**src/rtl/obb_fifo.sv**
```systemverilog
// ----------------------------------------------------------------------------
// obb_fifo
// Small synchronous queue with full and empty flags.
// ----------------------------------------------------------------------------
module obb_fifo #(
  parameter int unsigned Width = 1,
  parameter int unsigned Depth = 2
) (
  input  logic             clk_i,
  input  logic             rst_ni,
  input  logic             push_i,
  input  logic [Width-1:0] data_i,
  output logic             full_o,
  input  logic             pop_i,
  output logic [Width-1:0] data_o,
  output logic             empty_o
);

  localparam int unsigned AW = (Depth > 1) ? $clog2(Depth) : 1;
  localparam int unsigned CW = $clog2(Depth + 1);

  logic [Width-1:0] mem_q [Depth];
  logic [AW-1:0]    wr_ptr_q, rd_ptr_q;
  logic [CW-1:0]    cnt_q;
  logic             do_push, do_pop;

  assign full_o  = (cnt_q == CW'(Depth));
  assign empty_o = (cnt_q == '0);
  assign do_push = push_i & ~full_o;
  assign do_pop  = pop_i & ~empty_o;
  assign data_o  = mem_q[rd_ptr_q];

  always_ff @(posedge clk_i or negedge rst_ni) begin
    if (!rst_ni) begin
      wr_ptr_q <= '0;
      rd_ptr_q <= '0;
      cnt_q    <= '0;
    end else begin
      if (do_push) begin
        wr_ptr_q <= (wr_ptr_q == AW'(Depth - 1)) ? '0 : wr_ptr_q + 1'b1;
      end
      if (do_pop) begin
        rd_ptr_q <= (rd_ptr_q == AW'(Depth - 1)) ? '0 : rd_ptr_q + 1'b1;
      end
      if (do_push && !do_pop) begin
        cnt_q <= cnt_q + 1'b1;
      end else if (do_pop && !do_push) begin
        cnt_q <= cnt_q - 1'b1;
      end
    end
  end

  always_ff @(posedge clk_i) begin
    if (do_push) begin
      mem_q[wr_ptr_q] <= data_i;
    end
  end

endmodule

```
**config.mk**
```make
export PLATFORM = sky130hd
export DESIGN_NAME = obb_fifo
export DESIGN_NICKNAME = d
export VERILOG_FILES = /design/src/rtl/obb_fifo.sv
export SDC_FILE = /design/constraint.sdc
export NUM_CORES = 1
export LEC_CHECK = 0
export ABC_AREA = 1
export BUFFER_PORTS_ARGS = -buffer_cell sky130_fd_sc_hd__buf_2
export CORE_AREA = 2 2 39 41
export DETAILED_ROUTE_END_ITERATION = 10
export DIE_AREA = 0 0 41 43
export SLEW_MARGIN = 20
export SYNTH_ARGS = -nofsm -noshare
export SYNTH_HDL_FRONTEND = slang
export SYNTH_SLANG_ARGS = --single-unit
```
**constraint.sdc**
```tcl
create_clock -name clk_i -period 1.7 [get_ports clk_i]
set_input_delay 0 -clock clk_i [delete_from_list [all_inputs] [get_ports clk_i]]
set_output_delay 0 -clock clk_i [all_outputs]
set_load 0.1 [all_outputs]
```
==> impl_metrics.json <==
{
  "worstSetupPathType": "register to register",
  "diodes": 0,
  "drt_iter0_drc": 1,
  "layout_min_cycle_time_ns": 1.44,
  "clock.fmax_mhz": 696,
  "wl_per_cell_um": 7.38,
  "grt_use_total_pct": 7.76,
  "skew_ns": 0.00195,
  "via_per_inst": 3.82,
  "cts_root_buf": "clkbuf_4",
  "cts_sinks": 6,
  "routed_wl_um": 487,
  "hold_viol": 0,
  "clk_pin_slew_worst_paths_ns": 0.04,
  "reg2reg_from": "cnt_q[0]$_DFFE_PN0P_",
  "ios": 8,
  "cp.required_ns": 1.83,
  "die_x_um": 41,
  "antenna_found_initial": 0,
  "critPathCaptureType": "register",
  "maxCapViolCount": 0,
  "slew_viol_final": 0,
  "ys_seq_elements": 6,
  "vias": 252,
  "rows": 14,
  "grt_pass1_wl_um": 855,
  "tightest_slew_ns": 0.488,
  "synth_top_area_cell": "dfrtp_1",
  "setup_violations": 0,
  "dpl_cell_area_um2": 368,
  "start_kind": "register",
  "grt.overflow.total": 0,
  "status": "completed",
  "synth_nets": 43,
  "htreeDepth": 1,
  "worstHoldStart": "pop_i",
  "drive_above_1_share_pct": 26.0,
  "critical_path_arrival_ns": 1.57,
  "syn-cell-area_um2": 305,
  "ant_nets": 0,
  "fin_crit_sh_pct": 84.6,
  "insertion_delay_ns": 0.24,
  "area_growth_pct": 35.7,
  "min_to": "rd_ptr_q$_DFFE_PN0P_",
  "gp_congestion": 0.666,
  "fin_nets": 57,
  "port_buffers": 7,
  "first_pass_iters": 2,
  "final_util_pct": 29.9,
  "rrSetupSlack_ns": 0.26,
  "ys_seq_area_share_pct": 52.5,
  "post-cts-setup-buffer-count": 0,
  "cts_buffers": 3,
  "final_area_um2": 414,
  "initial_utilization_pct": 22.1,
  "place_hpwl_um": 407,
  "cp_max_fo": 7,
  "synth_warnings": 0,
  "synth.avg_cell_area_um2": 8.25,
  "synth_cells": 37,
  "coreArea_um2": 1380,
  "clock_path_buffers": 2,
  "grt_max_degree": 8,
  "yosys-top-cells-area": "dfrtp_1 (33%), edfxtp_1 (20%), nand2_1 (15%)",
  "grt_pass1_vias": 247,
  "max-slew-margin-rel_pct": 67.7,
  "die_h_um": 43,
  "rsz0062_at_grt": "false",
  "synth_top_area_share_pct": 32.8,
  "drc": 0,
  "rr_worst_depth": 6,
  "r2r_end": "cnt_q[1]$_DFFE_PN0P_",
  "tritoncts": "done",
  "die_area_um2": 1760,
  "min_path_type": "primary input to register",
  "hold_path_depth": 3,
  "yosysUniqueCellTypes": 12
}
## final cells by class
type	count	area, µm²
flip-flops and latches	6	160
multi-input cells	23	123
repair buffers	9	55.1
clock buffers	4	26.3
well taps	16	20.0
fillers	154	970
inverters	8	30.0
## worst max path at each step
stage                    startpoint                   end  cells after the start
2_1_floorplan  cnt_q[1]$_DFFE_PN0P_  cnt_q[1]$_DFFE_PN0P_                      8
3_3_place_gp   cnt_q[0]$_DFFE_PN0P_  cnt_q[1]$_DFFE_PN0P_                      6
3_5_place_dp   cnt_q[0]$_DFFE_PN0P_  cnt_q[1]$_DFFE_PN0P_                      6
4_1_cts        cnt_q[0]$_DFFE_PN0P_  cnt_q[1]$_DFFE_PN0P_                      6
5_1_grt        cnt_q[0]$_DFFE_PN0P_  cnt_q[1]$_DFFE_PN0P_                      6
6_report       cnt_q[0]$_DFFE_PN0P_  cnt_q[1]$_DFFE_PN0P_                      6
## state kept, by name, indices dropped and copies added, names as in the netlist
signal / cells
rd_ptr_q: 1
cnt_q: 2
wr_ptr_q: 1
mem_q: 2
## what timing repair did
action / CTS / global route
gates resized for setup: 0 / 0
endpoints found under the hold margin: 6 / 0
endpoints found under the setup margin: 0 / 0
hold buffers: 2 / 0
## cell families (layout without fill, tap and decap cells)
group / after synthesis / after routing / share of synthesized area, %
AOI/OAI and AO/OA: 2 / 2 / 3.28
xor gates and xnor gates: 1 / 1 / 2.87
adders and majority gates: 1 / 1 / 4.10
buffers and inverters: 8 / 21 / 9.84
DFF: 6 / 6 / 52.5
and+or+nand+nor: 19 / 19 / 27.5
## Yosys cell counts, drive strengths merged
library cell,count
dfrtp,4
edfxtp,2
ha,1
nand3,1
nor2,4
o21ai,2
nand3b,1
nand2,12
nand4,1
inv,8
xnor2,1
## layer usage
layer	routed length (µm)	track usage, %
met4	0	10.0
met3	18	1.57
met2	235	9.69
met1	233	9.12
met5	0	0
## critical path, cell delays in order (launching register included)
cell and delay [ns]:
dfrtp_1 0.47, o21ai_0 0.30, ha_1 0.31, inv_1 0.08
nand3_1 0.07, nand2_1 0.06, nand2_1 0.04
## cells in the final DEF (no fill, tap or decap), drive strengths merged
cell,instances
nand2,12
inv,8
buf,7
dfrtp,4
clkbuf,4
nor2,4
o21ai,2
dlygate4sd3,2
edfxtp,2
nand3,1
nand4,1
xnor2,1
nand3b,1
ha,1
## metrics by stage
step,std cells,setup TNS [ns],setup slack (ns),hold slack (ns)
final,66,0,0.263,0.00525
after global routing,66,0,0.128,0.0375
after global placement,60,0,0.264,-0.192
after CTS,66,0,0.232,0.00130
after detailed placement,60,0,0.239,-0.192
after floorplan,37,-0.00234,-0.00234,-0.296
Power is left out: the tool's default activity adds up to more than one toggle a clock period on the data nets, which glitch-free logic cannot reach.
