### config.mk
export PLATFORM = sky130hd
export DESIGN_NAME = obb_front
export DESIGN_NICKNAME = d
export VERILOG_FILES = /design/src/rtl/obb_pkg.sv /design/src/rtl/obb_fifo.sv /design/src/rtl/obb_front.sv
export SDC_FILE = /design/constraint.sdc
export NUM_CORES = 1
export LEC_CHECK = 0
export ABC_AREA = 1
export BUFFER_PORTS_ARGS = -buffer_cell sky130_fd_sc_hd__buf_2
export CORE_MARGIN = 4
export CORE_UTILIZATION = 41
export CTS_CLUSTER_DIAMETER = 40
export DETAILED_ROUTE_END_ITERATION = 10
export PLACE_DENSITY = 0.68
export SLEW_MARGIN = 15
export SYNTH_ARGS = -nofsm -noshare
export SYNTH_HDL_FRONTEND = slang
export SYNTH_HIERARCHICAL = 1
export SYNTH_SLANG_ARGS = --single-unit
### constraint.sdc
create_clock -name clk_i -period 13.1 [get_ports clk_i]
set_clock_uncertainty 0.05 [all_clocks]
set_input_delay 1.31 -clock clk_i [delete_from_list [all_inputs] [get_ports clk_i]]
set_output_delay 1.31 -clock clk_i [all_outputs]
set_load 0.05 [all_outputs]
### src/rtl/obb_pkg.sv
// ----------------------------------------------------------------------------
// obb_pkg
// Shared types, constants and saturating fixed point helpers.
// ----------------------------------------------------------------------------
package obb_pkg;

  localparam int unsigned DataW       = 32;
  localparam int unsigned FracBitsDef = 16;
  localparam int unsigned QueueDepDef = 2;
  localparam int unsigned VecPerBox   = 5;
  localparam int unsigned NumRows     = 2 * VecPerBox;
  localparam int unsigned RowW        = $clog2(NumRows);
  localparam int unsigned VecW        = 3 * DataW;

  localparam logic [2:0] KindCentre = 3'd0;
  localparam logic [2:0] KindAxis0  = 3'd1;
  localparam logic [2:0] KindHalf   = 3'd4;

  typedef logic signed [DataW-1:0]   fx_t;
  typedef logic signed [2*DataW-1:0] wide_t;
  typedef fx_t [2:0]                 vec3_t;

  localparam fx_t FxMax = {1'b0, {(DataW-1){1'b1}}};
  localparam fx_t FxMin = {1'b1, {(DataW-1){1'b0}}};
  localparam fx_t FxLsb = fx_t'(1);

  typedef struct packed {
    logic            store;
    logic [RowW-1:0] row;
    logic [VecW-1:0] vec;
    logic            last;
  } item_t;

  typedef enum logic [4:0] {
    S_IDLE, S_LD_CA, S_LD_CB, S_T, S_AX, S_AX2, S_AX3, S_CR, S_SQ, S_SQRT,
    S_LEN, S_DIV, S_DIVE, S_DIST, S_HLD, S_HCAP, S_EV, S_EV2, S_EDOT,
    S_EMUL, S_EACC, S_CMP, S_NEXT, S_DONE
  } bstate_e;

  typedef enum logic [1:0] {
    GrpFaceA, GrpFaceB, GrpCross
  } grp_e;

  function automatic logic [RowW-1:0] row_of(input logic box, input logic [2:0] kind);
    logic [RowW-1:0] r;
    r = RowW'(kind);
    if (box) begin
      r = r + RowW'(VecPerBox);
    end
    return r;
  endfunction

  function automatic fx_t sat_add(input fx_t a, input fx_t b);
    logic signed [DataW:0] s;
    s = {a[DataW-1], a} + {b[DataW-1], b};
    if (s[DataW] != s[DataW-1]) begin
      return s[DataW] ? FxMin : FxMax;
    end
    return s[DataW-1:0];
  endfunction

  function automatic fx_t sat_sub(input fx_t a, input fx_t b);
    logic signed [DataW:0] s;
    s = {a[DataW-1], a} - {b[DataW-1], b};
    if (s[DataW] != s[DataW-1]) begin
      return s[DataW] ? FxMin : FxMax;
    end
    return s[DataW-1:0];
  endfunction

  function automatic fx_t fx_abs(input fx_t a);
    if (a == FxMin) begin
      return FxMax;
    end
    return a[DataW-1] ? -a : a;
  endfunction

  function automatic fx_t sat_wide(input wide_t v);
    if (!v[2*DataW-1] && (|v[2*DataW-2:DataW-1])) begin
      return FxMax;
    end
    if (v[2*DataW-1] && !(&v[2*DataW-2:DataW-1])) begin
      return FxMin;
    end
    return v[DataW-1:0];
  endfunction

  // Rescale a raw product, truncating toward zero, then saturate.
  function automatic fx_t fx_scale(input wide_t p, input int unsigned frac);
    wide_t bias;
    bias = p[2*DataW-1] ? ((wide_t'(1) <<< frac) - wide_t'(1)) : wide_t'(0);
    return sat_wide((p + bias) >>> frac);
  endfunction

endpackage

### src/rtl/obb_fifo.sv
// ----------------------------------------------------------------------------
// obb_fifo
// Small synchronous queue with full and empty flags.
// ----------------------------------------------------------------------------
module obb_fifo #(
  parameter int unsigned Width = 1,
  parameter int unsigned Depth = 2
) (
  input  logic             clk_i,
  input  logic             rst_ni,
  input  logic             push_i,
  input  logic [Width-1:0] data_i,
  output logic             full_o,
  input  logic             pop_i,
  output logic [Width-1:0] data_o,
  output logic             empty_o
);

  localparam int unsigned AW = (Depth > 1) ? $clog2(Depth) : 1;
  localparam int unsigned CW = $clog2(Depth + 1);

  logic [Width-1:0] mem_q [Depth];
  logic [AW-1:0]    wr_ptr_q, rd_ptr_q;
  logic [CW-1:0]    cnt_q;
  logic             do_push, do_pop;

  assign full_o  = (cnt_q == CW'(Depth));
  assign empty_o = (cnt_q == '0);
  assign do_push = push_i & ~full_o;
  assign do_pop  = pop_i & ~empty_o;
  assign data_o  = mem_q[rd_ptr_q];

  always_ff @(posedge clk_i or negedge rst_ni) begin
    if (!rst_ni) begin
      wr_ptr_q <= '0;
      rd_ptr_q <= '0;
      cnt_q    <= '0;
    end else begin
      if (do_push) begin
        wr_ptr_q <= (wr_ptr_q == AW'(Depth - 1)) ? '0 : wr_ptr_q + 1'b1;
      end
      if (do_pop) begin
        rd_ptr_q <= (rd_ptr_q == AW'(Depth - 1)) ? '0 : rd_ptr_q + 1'b1;
      end
      if (do_push && !do_pop) begin
        cnt_q <= cnt_q + 1'b1;
      end else if (do_pop && !do_push) begin
        cnt_q <= cnt_q - 1'b1;
      end
    end
  end

  always_ff @(posedge clk_i) begin
    if (do_push) begin
      mem_q[wr_ptr_q] <= data_i;
    end
  end

endmodule

### src/rtl/obb_front.sv
// ----------------------------------------------------------------------------
// obb_front
// Input side: classify each load and queue it for the test engine.
// ----------------------------------------------------------------------------
module obb_front #(
  parameter int unsigned QueueDepth = 2
) (
  input  logic                clk_i,
  input  logic                rst_ni,
  input  logic                push,
  output logic                full,
  input  logic                box_select_i,
  input  logic [2:0]          vector_kind_i,
  input  logic signed [31:0]  comp_x_i,
  input  logic signed [31:0]  comp_y_i,
  input  logic signed [31:0]  comp_z_i,
  input  logic                last_i,
  output obb_pkg::item_t      item_o,
  output logic                item_empty_o,
  input  logic                item_pop_i
);
  import obb_pkg::*;

  item_t                 cls;
  logic [$bits(item_t)-1:0] q_data;

  // Kinds beyond the half sizes are queued but store nothing.
  always_comb begin
    cls.store = (vector_kind_i <= KindHalf);
    cls.row   = cls.store ? row_of(box_select_i, vector_kind_i) : '0;
    cls.vec   = {comp_z_i, comp_y_i, comp_x_i};
    cls.last  = last_i;
  end

  obb_fifo #(
    .Width ($bits(item_t)),
    .Depth (QueueDepth)
  ) u_item_q (
    .clk_i   (clk_i),
    .rst_ni  (rst_ni),
    .push_i  (push),
    .data_i  (cls),
    .full_o  (full),
    .pop_i   (item_pop_i),
    .data_o  (q_data),
    .empty_o (item_empty_o)
  );

  assign item_o = item_t'(q_data);

endmodule

==> flow_metrics.tcl <==
set metrics [dict create \
    slew_headroom_pct 47.5 \
    clkTransAtPathRegs_ps 60 \
    p_leak_nw 4.30 \
    cts_resized 0 \
    synth_cells 590 \
    num_rows 50 \
    multi_input_area_sq_mm 0.00135 \
    status "complete, no violations" \
    drive_gt1_share_pct 31.7 \
    synth_area_sq_mm 0.00780 \
    netSwitchingFraction_pct 45.1 \
    setup_viol 0 \
    cts_tree "yes" \
    final_common_cell "nand2_1" \
    critical_path_class "flip-flop to output pin" \
    routabilityCongestion 0.756 \
    start_util_pct 41.7 \
    postCtsHoldBufs 0 \
    nNetsFinal 916 \
    final_cell_mix "nand2_1, buf_2, edfxtp_1" \
    routedWlPerCell_um 15.1 \
    synth_fp_nets 698 \
    nFillCells 1564 \
    min_path_type "flip-flop to flip-flop" \
    drt-total-wl_um 16000 \
    antenna_found_initial 1 \
    ys_seq_area_share_pct 79.8 \
    post-route-min-period_ps 4410 \
    ys_seq_elements 208 \
    ant_nets 0 \
    final-seq-area_sq_mm 0.00623 \
    vias 4874 \
    ys_types 17 \
    fp.dieW_um 146 \
    p_seq_share_pct 34.5 \
    pwr-share-clk_pct 24.3 \
    max_freq_mhz 227 \
    grt_pass1_vias 4805 \
    hold_viol 0 \
    grt_usage_pct 14.7 \
    synthToLayoutAreaGrowth_pct 26.4 \
    startpoint_type "flip-flop" \
    internal_power_w 0.00154 \
    firstDrtPassIters 5 \
    drv_slew 0 \
    post-place-cells 1014 \
    yosys_warnings 6 \
    place_hpwl_um 10300 \
    grt_max_degree 56 \
    netSwitchingPower_w 0.00127 \
    peakVddDrop_mv 0.329 \
    rsz0062_at_grt "no" \
    die_h_um 146 \
    timing.final.crit_share_pct 33.7 \
    clockBufferDepth 3 \
    cp_data_arrival_time_ps 3050 \
    final_cell_count_no_fill 1061 \
    avgSynthCellArea_sq_um 13.2 \
    overflow 0 \
    maxCapViolCount 0 \
    p_total_w 0.00281 \
    cp.required_ps 11740 \
    htreeDepth 1 \
    drt_drc_violations_left 0 \
    antenna_cells 0 \
    drtIter0Drc 193 \
    clock-root-buffer "clkbuf_16" \
    io_pins 209 \
    cts_sinks 208 \
    io_buffer_count 208 \
    grt_pass1_wl_um 25300 \
    fin_setup_tns_ps 0 \
    setup_ws_ps 8690 \
    crit_fanout 52 \
    cts_buffers 26 \
    via_per_inst 4.59 \
    end_kind "output pin" \
    core-area_sq_mm 0.0187 \
    powerDensity_mw_per_mm2 285 \
    insertion_delay_ps 500 \
    pwr-share-comb_pct 41.2 \
    fin_util_pct 52.7 \
    worst_pin_slew_ps 787 \
    preCtsSetupSlack_ps 9090 \
    dieArea_sq_mm 0.0213 \
    post-cts-setup-buffers 0 \
]
## metrics by stage
step | instance area, sq um | hold slack (ps)
floorplan | 7800 | 399
global placement | 9010 | 413
detailed placement | 9010 | 438
CTS | 9860 | 452
global route | 9860 | 505
finish | 9860 | 448
## sequential cells by signal, indices dropped and copies added (netlist names)
signal,cells
u_item_q/mem_q,204
u_item_q/cnt_q,2
u_item_q/rd_ptr_q,1
u_item_q/wr_ptr_q,1
## worst max-delay path, stage by stage, from the launching register on
cell and delay, ps:
dfrtp_4 760, clkinv_2 770, buf_4 580, nand2_1 120, nand2_1 70, buf_2 210
## layer usage
layer	global-route usage [%]	wire length, um
met1	20.6	7050
met2	23.2	7470
met3	3.77	1220
met4	3.57	253
met5	0	12
## power groups by stage
stage                     combinational, W  sequential [W]  clock, W
after floorplan                   0.000937        0.000967         0
after global placement             0.00117        0.000980         0
after global routing               0.00124        0.000985  0.000731
final                              0.00116        0.000968  0.000682
after CTS                          0.00117        0.000972  0.000698
after detailed placement           0.00117        0.000984         0
## logic make-up after synthesis
kind of cell    share of synthesized area, %
buf+inv                                 3.05
simple gates                            16.4
fa+ha+maj                              0.481
xor+xnor                               0.112
flops                                   79.8
compound gates                         0.192
## final timing paths
path	from	endpoint	slack [ps]	cells after the start
hold / removal	u_item_q/wr_ptr_q$_DFFE_PN0P_	u_item_q/wr_ptr_q$_DFFE_PN0P_	450	2
min in group asynchronous	rst_ni	u_item_q/wr_ptr_q$_DFFE_PN0P_	560	1
setup / recovery	u_item_q/rd_ptr_q$_DFFE_PN0P_	item_o[40]	8690	5
hold reg to reg	u_item_q/wr_ptr_q$_DFFE_PN0P_	u_item_q/wr_ptr_q$_DFFE_PN0P_	450	2
max in group asynchronous	rst_ni	u_item_q/rd_ptr_q$_DFFE_PN0P_	12300	1
setup reg to reg	u_item_q/cnt_q[1]$_DFFE_PN0P_	u_item_q/mem_q[0][9]$_DFFE_PP_	10510	6
## layout make-up
type / count / area share, %
clock buffer: 28 / 6.89
clock inverter: 19 / 1.81
inverter: 14 / 0.571
multi-input combinational: 345 / 13.7
sequential: 208 / 63.2
tap: 234 / 2.97
timing repair buffer: 213 / 10.9
## synthesized netlist by cell type
library cell | number | area (sq um)
buf_6 | 8 | 90.1
nand3_1 | 2 | 10.0
nor2_1 | 9 | 33.8
buf_2 | 7 | 35.0
nand2_1 | 324 | 1220
inv_1 | 12 | 45.0
dfrtp_1 | 4 | 100
nand3b_1 | 1 | 7.51
buf_4 | 8 | 60.1
xnor2_1 | 1 | 8.76
nand4_1 | 1 | 6.26
edfxtp_1 | 204 | 6130
nand2_2 | 1 | 6.26
ha_1 | 3 | 37.5
a21oi_1 | 1 | 5.00
inv_2 | 2 | 7.51
o21ai_0 | 2 | 10.0
(Power assumes the default switching activity.)
